**src/design/cvk_pkg.sv**
```systemverilog
`default_nettype none
package cvk_pkg;

  // defaults for the top level parameters
  localparam int AXES_DEF = 8;
  localparam int FRAC_DEF = 16;

  localparam int DATA_W = 32;
  localparam int OPND_W = 34;
  localparam int PROD_W = 68;
  localparam int ACC_W  = 70;

  // register reset values
  localparam logic [31:0] TIME_STEP_RST  = 32'd2185;
  localparam logic [31:0] PROC_NOISE_RST = 32'd655;
  localparam logic [31:0] MEAS_NOISE_RST = 32'd655;

  // register indexes
  localparam logic [1:0] REG_TIME_STEP  = 2'd0;
  localparam logic [1:0] REG_PROC_NOISE = 2'd1;
  localparam logic [1:0] REG_MEAS_NOISE = 2'd2;

  // item operations
  localparam logic OP_MEASURE = 1'b0;
  localparam logic OP_SET_POS = 1'b1;

  // datapath micro steps, each one shared multiply and one consume
  localparam logic [4:0] ST_T2   = 5'd0;
  localparam logic [4:0] ST_T3   = 5'd1;
  localparam logic [4:0] ST_T4   = 5'd2;
  localparam logic [4:0] ST_QPP  = 5'd3;
  localparam logic [4:0] ST_QPV  = 5'd4;
  localparam logic [4:0] ST_QVV  = 5'd5;
  localparam logic [4:0] ST_PP1  = 5'd6;
  localparam logic [4:0] ST_PP2  = 5'd7;
  localparam logic [4:0] ST_PV   = 5'd8;
  localparam logic [4:0] ST_D1   = 5'd9;
  localparam logic [4:0] ST_D2   = 5'd10;
  localparam logic [4:0] ST_N00  = 5'd11;
  localparam logic [4:0] ST_N01A = 5'd12;
  localparam logic [4:0] ST_N01B = 5'd13;
  localparam logic [4:0] ST_N10A = 5'd14;
  localparam logic [4:0] ST_N10B = 5'd15;
  localparam logic [4:0] ST_N11  = 5'd16;
  localparam logic [4:0] ST_X1   = 5'd17;
  localparam logic [4:0] ST_X2   = 5'd18;
  localparam logic [4:0] ST_X3   = 5'd19;
  localparam logic [4:0] ST_X4   = 5'd20;
  localparam logic [4:0] ST_C1   = 5'd21;
  localparam logic [4:0] ST_C2   = 5'd22;
  localparam logic [4:0] ST_C3   = 5'd23;
  localparam logic [4:0] ST_C4   = 5'd24;
  localparam logic [4:0] ST_C5   = 5'd25;
  localparam logic [4:0] ST_C6   = 5'd26;

  // gain selects for the divider
  localparam logic [1:0] GAIN_00 = 2'd0;
  localparam logic [1:0] GAIN_01 = 2'd1;
  localparam logic [1:0] GAIN_10 = 2'd2;
  localparam logic [1:0] GAIN_11 = 2'd3;

  typedef struct packed {
    logic               op;
    logic [2:0]         axis;
    logic signed [31:0] value;
    logic               arrived;
  } in_word_t;

  typedef struct packed {
    logic [2:0]         axis_out;
    logic signed [31:0] position;
    logic signed [31:0] velocity;
  } out_word_t;

  typedef struct packed {
    logic       load_in;
    logic       load_state;
    logic       mul;
    logic       acc;
    logic       div_start;
    logic       wb;
    logic       fin;
    logic [1:0] div_sel;
    logic [4:0] step;
  } cvk_cmd_t;

  typedef struct packed {
    logic div_done;
    logic skip_math;
  } cvk_stat_t;

  // signed saturation to 32 bits
  function automatic logic signed [31:0] sat32(input logic signed [ACC_W-1:0] x);
    logic signed [ACC_W-1:0] hi;
    logic signed [ACC_W-1:0] lo;
    hi = $signed(ACC_W'(32'h7FFF_FFFF));
    lo = $signed({{(ACC_W-31){1'b1}}, 31'b0});
    if (x > hi) begin
      return 32'sh7FFF_FFFF;
    end else if (x < lo) begin
      return $signed(32'h8000_0000);
    end
    return x[31:0];
  endfunction

  // unsigned saturation to 32 bits of a non-negative value
  function automatic logic [31:0] usat32(input logic signed [ACC_W-1:0] x);
    if (|x[ACC_W-1:32]) begin
      return 32'hFFFF_FFFF;
    end
    return x[31:0];
  endfunction

  function automatic logic signed [ACC_W-1:0] sx(input logic signed [31:0] x);
    return ACC_W'(x);
  endfunction

  function automatic logic signed [ACC_W-1:0] ux(input logic [31:0] x);
    return $signed(ACC_W'(x));
  endfunction

endpackage
`default_nettype wire

```
**src/design/cvk_ctrl.sv**
```systemverilog
`default_nettype none
module cvk_ctrl (
  input  wire logic               clk,
  input  wire logic               rst,
  input  wire logic               in_valid,
  output      logic               in_ready,
  output      logic               out_valid,
  input  wire logic               out_ready,
  output      cvk_pkg::cvk_cmd_t  cmd,
  input  wire cvk_pkg::cvk_stat_t stat
);
  import cvk_pkg::*;

  localparam logic [3:0] S_IDLE = 4'd0;
  localparam logic [3:0] S_RD   = 4'd1;
  localparam logic [3:0] S_LD   = 4'd2;
  localparam logic [3:0] S_MUL  = 4'd3;
  localparam logic [3:0] S_ACC  = 4'd4;
  localparam logic [3:0] S_DIV  = 4'd5;
  localparam logic [3:0] S_DIVW = 4'd6;
  localparam logic [3:0] S_WB   = 4'd7;
  localparam logic [3:0] S_FIN  = 4'd8;

  logic [3:0] state;
  logic [3:0] state_next;
  logic [4:0] step;
  logic [4:0] step_next;
  logic [1:0] dsel;
  logic [1:0] dsel_next;
  logic       slot_free;

  assign in_ready  = (state == S_IDLE);
  assign slot_free = !out_valid || out_ready;

  // sequencer
  always_comb begin
    state_next = state;
    step_next  = step;
    dsel_next  = dsel;
    cmd        = '0;
    cmd.step   = step;
    cmd.div_sel = dsel;
    case (state)
      S_IDLE: begin
        if (in_valid) begin
          cmd.load_in = 1'b1;
          state_next  = S_RD;
        end
      end
      S_RD: state_next = S_LD;
      S_LD: begin
        cmd.load_state = 1'b1;
        step_next      = ST_T2;
        state_next     = stat.skip_math ? S_WB : S_MUL;
      end
      S_MUL: begin
        cmd.mul    = 1'b1;
        state_next = S_ACC;
      end
      S_ACC: begin
        cmd.acc = 1'b1;
        if (step == ST_N11) begin
          dsel_next  = GAIN_00;
          state_next = S_DIV;
        end else if (step == ST_C6) begin
          state_next = S_WB;
        end else begin
          step_next  = step + 5'd1;
          state_next = S_MUL;
        end
      end
      S_DIV: begin
        cmd.div_start = 1'b1;
        state_next    = S_DIVW;
      end
      S_DIVW: begin
        if (stat.div_done) begin
          if (dsel == GAIN_11) begin
            step_next  = ST_X1;
            state_next = S_MUL;
          end else begin
            dsel_next  = dsel + 2'd1;
            state_next = S_DIV;
          end
        end
      end
      S_WB: begin
        cmd.wb     = 1'b1;
        state_next = S_FIN;
      end
      S_FIN: begin
        if (slot_free) begin
          cmd.fin    = 1'b1;
          state_next = S_IDLE;
        end
      end
      default: state_next = S_IDLE;
    endcase
  end

  always_ff @(posedge clk) begin
    if (rst) begin
      state     <= S_IDLE;
      step      <= ST_T2;
      dsel      <= GAIN_00;
      out_valid <= 1'b0;
    end else begin
      state <= state_next;
      step  <= step_next;
      dsel  <= dsel_next;
      if (cmd.fin) begin
        out_valid <= 1'b1;
      end else if (out_ready) begin
        out_valid <= 1'b0;
      end
    end
  end

`ifndef SYNTHESIS
  a_accept_reads: assert property (@(posedge clk) disable iff (rst)
    in_valid && in_ready |=> state == S_RD)
    else $error("accepted word did not start a state read");
  a_mul_then_acc: assert property (@(posedge clk) disable iff (rst)
    cmd.mul |=> cmd.acc)
    else $error("product not consumed after multiply");
  a_fin_shows: assert property (@(posedge clk) disable iff (rst)
    cmd.fin |=> out_valid)
    else $error("result word not presented");
  a_gains_done: assert property (@(posedge clk) disable iff (rst)
    state == S_DIVW && stat.div_done && dsel == GAIN_11 |=> state == S_MUL && step == ST_X1)
    else $error("correction did not follow last gain");
`endif

endmodule
`default_nettype wire
```
**config.mk**
```make
export PLATFORM = sky130hd
export DESIGN_NAME = cvk_ctrl
export DESIGN_NICKNAME = d
export VERILOG_FILES = /design/src/design/cvk_pkg.sv /design/src/design/cvk_ctrl.sv
export SDC_FILE = /design/constraint.sdc
export NUM_CORES = 1
export LEC_CHECK = 0
export ABC_AREA = 1
export BUFFER_PORTS_ARGS = -buffer_cell sky130_fd_sc_hd__buf_2
export CORE_ASPECT_RATIO = 1.2
export CORE_UTILIZATION = 40
export CTS_CLUSTER_DIAMETER = 60
export DETAILED_ROUTE_END_ITERATION = 7
export HOLD_SLACK_MARGIN = 0.1
export PLACE_DENSITY_LB_ADDON = 0.2
export SLEW_MARGIN = 10
export SYNTH_ARGS = -nofsm -noshare
export SYNTH_HDL_FRONTEND = slang
export SYNTH_SLANG_ARGS = --single-unit
```
**constraint.sdc**
```tcl
create_clock -name clk -period 3.3 [get_ports clk]
set_clock_uncertainty 0.05 [all_clocks]
set_input_delay 0.495 -clock clk [delete_from_list [all_inputs] [get_ports clk]]
set_output_delay 0.495 -clock clk [all_outputs]
set_load 0.03 [all_outputs]
```
* Word-level counts from Yosys, hierarchy flattened
Cells that the tools add are included.
** Storage, ports and cells
- Flip-flop bits (word level) :: 12
- Bits in latches :: 0
- Memory bits (writable) :: 0
- Bits in read-only memories :: 0
- Input bits :: 6
- Memories :: 0
** Operators by class
- $add $sub $neg :: 2
- $mul :: 0
- Divide/modulo/power cells :: 0
- Magnitude comparators :: 0
- Eq/ne operators :: 19
- Shift operators :: 0
- Mux-type cells :: 28
- Bitwise gates (word level) :: 0
- Reduce and logical (&&, ||, !) cells :: 9
** Operators by type and width (number)
- $pmux 4 s9 :: 1
- $mux 5 :: 4
- $eq 4x3->1 const B :: 4
- $mux 4 :: 4
- $ne 2x2->1 const B :: 8
- $pmux 5 s3 :: 1
- $mux 1 :: 11
- $eq 5x5->1 const B :: 2
- $mux 3 :: 3
- $eq 4x2->1 const B :: 2
- $mux 2 :: 3
- $add 5x1->5 const B :: 1
- $reduce_and 5->1 :: 1
- $eq 4x1->1 const B :: 1
- $eq 4x4->1 const B :: 1
- $logic_not 4->1 :: 1
- $pmux 2 s2 :: 1
- $reduce_and 4->1 :: 1
- $reduce_bool 2->1 :: 2
- $reduce_and 3->1 :: 1
- $reduce_bool 3->1 :: 1
- $add 2x1->2 const B :: 1
- $eq 2x2->1 const B :: 1
- $logic_not 1->1 :: 1
- $logic_or 1x1->1 :: 1

* Logic depth before layout (Yosys ltp)
- Depth after elaboration :: 5
- Depth in mapped cells :: 11

* Worst setup path before layout
Ideal clock, no wire load.
- Path type :: register -> output
- From :: reg state[0]
- To :: out cmd[13] (netlist bit)
- Arrival :: 1.309 ns
- Required time :: 2.755 ns
- Path slack :: 1.446 ns
- Cell stages (with the launch flop) :: 4
- Buffers on the path :: 0
- Cells stage by stage :: dfxtp_1 nor2_2 inv_2 nor3_1
** RTL lines
- from (decl) :: RTL line cvk_ctrl.sv:24 : logic [3:0] state;
- from (signal assigned) :: RTL line cvk_ctrl.sv:108 : state <= state_next;
- to (decl) :: RTL line cvk_ctrl.sv:9 : output cvk_pkg::cvk_cmd_t cmd,

==> flow_summary_export.csv <==
group,metric,value,unit
power_and_ir_drop,intPower,266,uW
clock_network,cts_resized,0,
grt,grt_pass1_vias,766,
floorplan,pin_count,22,
sta,rsz0062_at_grt,"no",
drt,vias,886,
yosys,yosys.area.top_type,"dfxtp_1",
yosys,ys_types,23,
sta,hold_ws,0.431,ns
min_path,hold_path_depth,2,
clock_network,insertion_delay,0.27,ns
floorplan,die_h,53.4,microns
power_and_ir_drop,pwr-share-comb,32.3,%
sta,fmax,524,MHz
sta,period_needed,1.91,ns
power_and_ir_drop,clkPwrFrac,27.8,%
clock_network,cts_max_level,1,
yosys,synth_edf_count,0,
setup_path,slowest_delay,0.40,ns
floorplan,die_area,0.00240,sq mm
power_and_ir_drop,total_power,424,uW
power_and_ir_drop,netSwitchingFraction,37.2,%
yosys,synthArstFlopShare,0,%
placed_design,place_hpwl,1480,microns
yosys,yosysMostFrequentCell,"nand2_1",
drt,post_drt_wl_per_cell,9.40,microns
drt,final_antenna_net_count,0,
placed_design,dp_slack,1.60,ns
clock_network,clk_path_buf_depth,2,
grt,grt_pass1_wl,3020,microns
power_and_ir_drop,power_density,400,mW/mm^2
sta,hold_viol,0,
cells_and_area,drive_gt1_share,31.3,%
sta,relSlewSlack,80.0,%
drt,vias_per_cell,4.66,
grt,antenna_found_initial,0,
setup_path,worst-path-buf-inv,1,
yosys,avgSynthCellArea,6.53,sq um
setup_path,rrSetupSlack,1.83,ns
min_path,worstHoldPathType,"in2reg",
cells_and_area,fin_nets,171,
sta,finalSetupViolations,0,
power_and_ir_drop,power_leakage,0.000545,uW
power_and_ir_drop,p_seq_share,40.0,%
setup_path,cp-end-kind,"output pin",
yosys,ys_seq_elements,12,
setup_path,cp_max_fo,7,
yosys,synth_common_cells,"nand2_1, nor2_1, inv_1, nand3_1, dfxtp_1",
sta,fin_crit_sh,57.8,%
yosys,yosys_warnings,0,
yosys,synth_top_area_share,27.2,%
clock_network,ctsHoldBuffers,0,
setup_path,crit_chain,"nor2_2, nand3_1, nor2_1, buf_2",
min_path,min_to,"step[3]",
setup_path,required,2.75,ns
grt,grt_use_total,16.9,%
drt,initialDrtViolationCount,12,
floorplan,rows,18,
floorplan,coreArea,0.00207,sq mm
drt,drc,0,
sta,report.final.slew_viol_count,0,
yosys,syn-num-nets,145,
drt,first_pass_iters,4,
yosys,syn-cell-area,882,sq um
grt,overflow,0,
setup_path,rr_startpoint,"step[0]",
clock_network,cts_root_buffer,"clkbuf_4",
setup_path,crit_type,"reg2out",
yosys,ys_seq_area_share,27.2,%
clock_network,post-cts-setup-buffers,0,
drt,totalWireLength,1790,microns
power_and_ir_drop,ir_drop,0.297,mV
setup_path,cp-startpoint,"state[0]",
clock_network,clock-sinks,12,
floorplan,dieWidth,44.9,microns
clock_network,numCtsBuffers,3,
cells_and_area,final_cells,190,
sta,setup_slack,1.39,ns
placed_design,dp_cells,186,
cells_and_area,n_antenna_cell,0,
setup_path,crit_slowest_cell,"dfxtp_1",
outcome,outcome,"finished clean",
sta,worst_pin_slew,0.300,ns
clock_network,clk_pin_slew,0.08,ns
yosys,synth_ff_type,"dfxtp_1",
setup_path,arrival,1.36,ns
placed_design,io_buffers,21,
clock_network,cts_tree,"yes",
floorplan,initial_core_util,42.6,%
yosys,synthCells,135,
yosys,synth_top_cells_by_area,"dfxtp_1, nand2_1, nor2_1",
setup_path,cp_top_family,"simple AND/OR/NAND/NOR gates",
setup_path,r2r_end,"step[4]",
flow_run,drv_cap,0,
grt,grt_max_degree,8,
power_and_ir_drop,p_sw,158,uW
setup_path,cp-start-kind,"flip-flop",
placed_design,routabilityCongestion,0.838,
min_path,min_from,"rst",
sta,tns,0,ns
cells_and_area,syn2layout_area_growth,20.3,%
setup_path,reg2regPathDepth,10,
[power by group through the flow]
stage          Clock [uW]  Sequential (uW)  Combinational [uW]
2_1_floorplan           0              183                96.5
4_1_cts               122              170                 138
6_report              118              170                 137
5_1_grt               127              172                 153
3_3_place_gp            0              173                 136
3_5_place_dp            0              173                 137
[final cells by class]
type | count | area (sq um)
Fill cell | 226 | 1010
Tap cell | 30 | 37.5
Sequential cell | 12 | 240
Timing Repair Buffer | 21 | 105
Inverter | 21 | 81.3
Clock buffer | 4 | 36.3
Multi-Input combinational cell | 102 | 561
[worst register-to-register path, delay by kind of cell (launching register included)]
| family | cells | cell delay, ns |
|---|---|---|
| buffers and inverters | 1 | 0.11 |
| flip-flops | 1 | 0.41 |
| AND/OR/NAND/NOR | 8 | 0.58 |
| adder cells (fa/ha/maj) | 1 | 0.22 |
[sequential cells by signal (all words and copies together), names as in the netlist]
signal and cells:
dsel 2, out_valid 1, step 5, state 4
[worst max-delay path by stage]
stage               to  slack (ns)  cells after the start
3_5_place_dp    cmd[7]        1.60                      5
2_1_floorplan  cmd[13]        1.45                      3
6_report        cmd[7]        1.39                      4
4_1_cts         cmd[7]        1.39                      4
3_3_place_gp    cmd[7]        1.61                      5
5_1_grt         cmd[8]        1.27                      3
[metal layers]
layer,vias up,part of all wire [%],track usage [%]
met5,-,0,0
met1,383,46,20.3
li1,479,-,-
met2,22,50,29.4
met4,0,1.1,7.58
met3,2,3.3,2.05
[placed cells by master (no fill, tap or decap), drive strengths merged]
cell type  instances
nand4              2
nand3             16
clkbuf             4
dfxtp             12
nor3               4
buf               21
ha                 4
nor2              29
nand2             35
o21ai              2
inv               21
a21oi              5
or2                3
nor4               1
o21a               1
[logic make-up (layout without fill, tap and decap cells)]
family | after synthesis | count (layout) | synth area share (%)
AOI/OAI and AO/OA | 8 | 8 | 4.82
adders and majority gates | 4 | 4 | 5.67
buffers and inverters | 21 | 46 | 9.22
DFF | 12 | 12 | 27.2
and+or+nand+nor | 90 | 90 | 53.1
[through the flow]
stage | instance area (sq um) | util (%)
after floorplan | 882 | -
after global placement | 1020 | 49.5
after detailed placement | 1020 | 49.5
after CTS | 1060 | 51.2
after global routing | 1060 | 51.2
final | 1060 | 51.2
(Power assumes the default switching activity.)
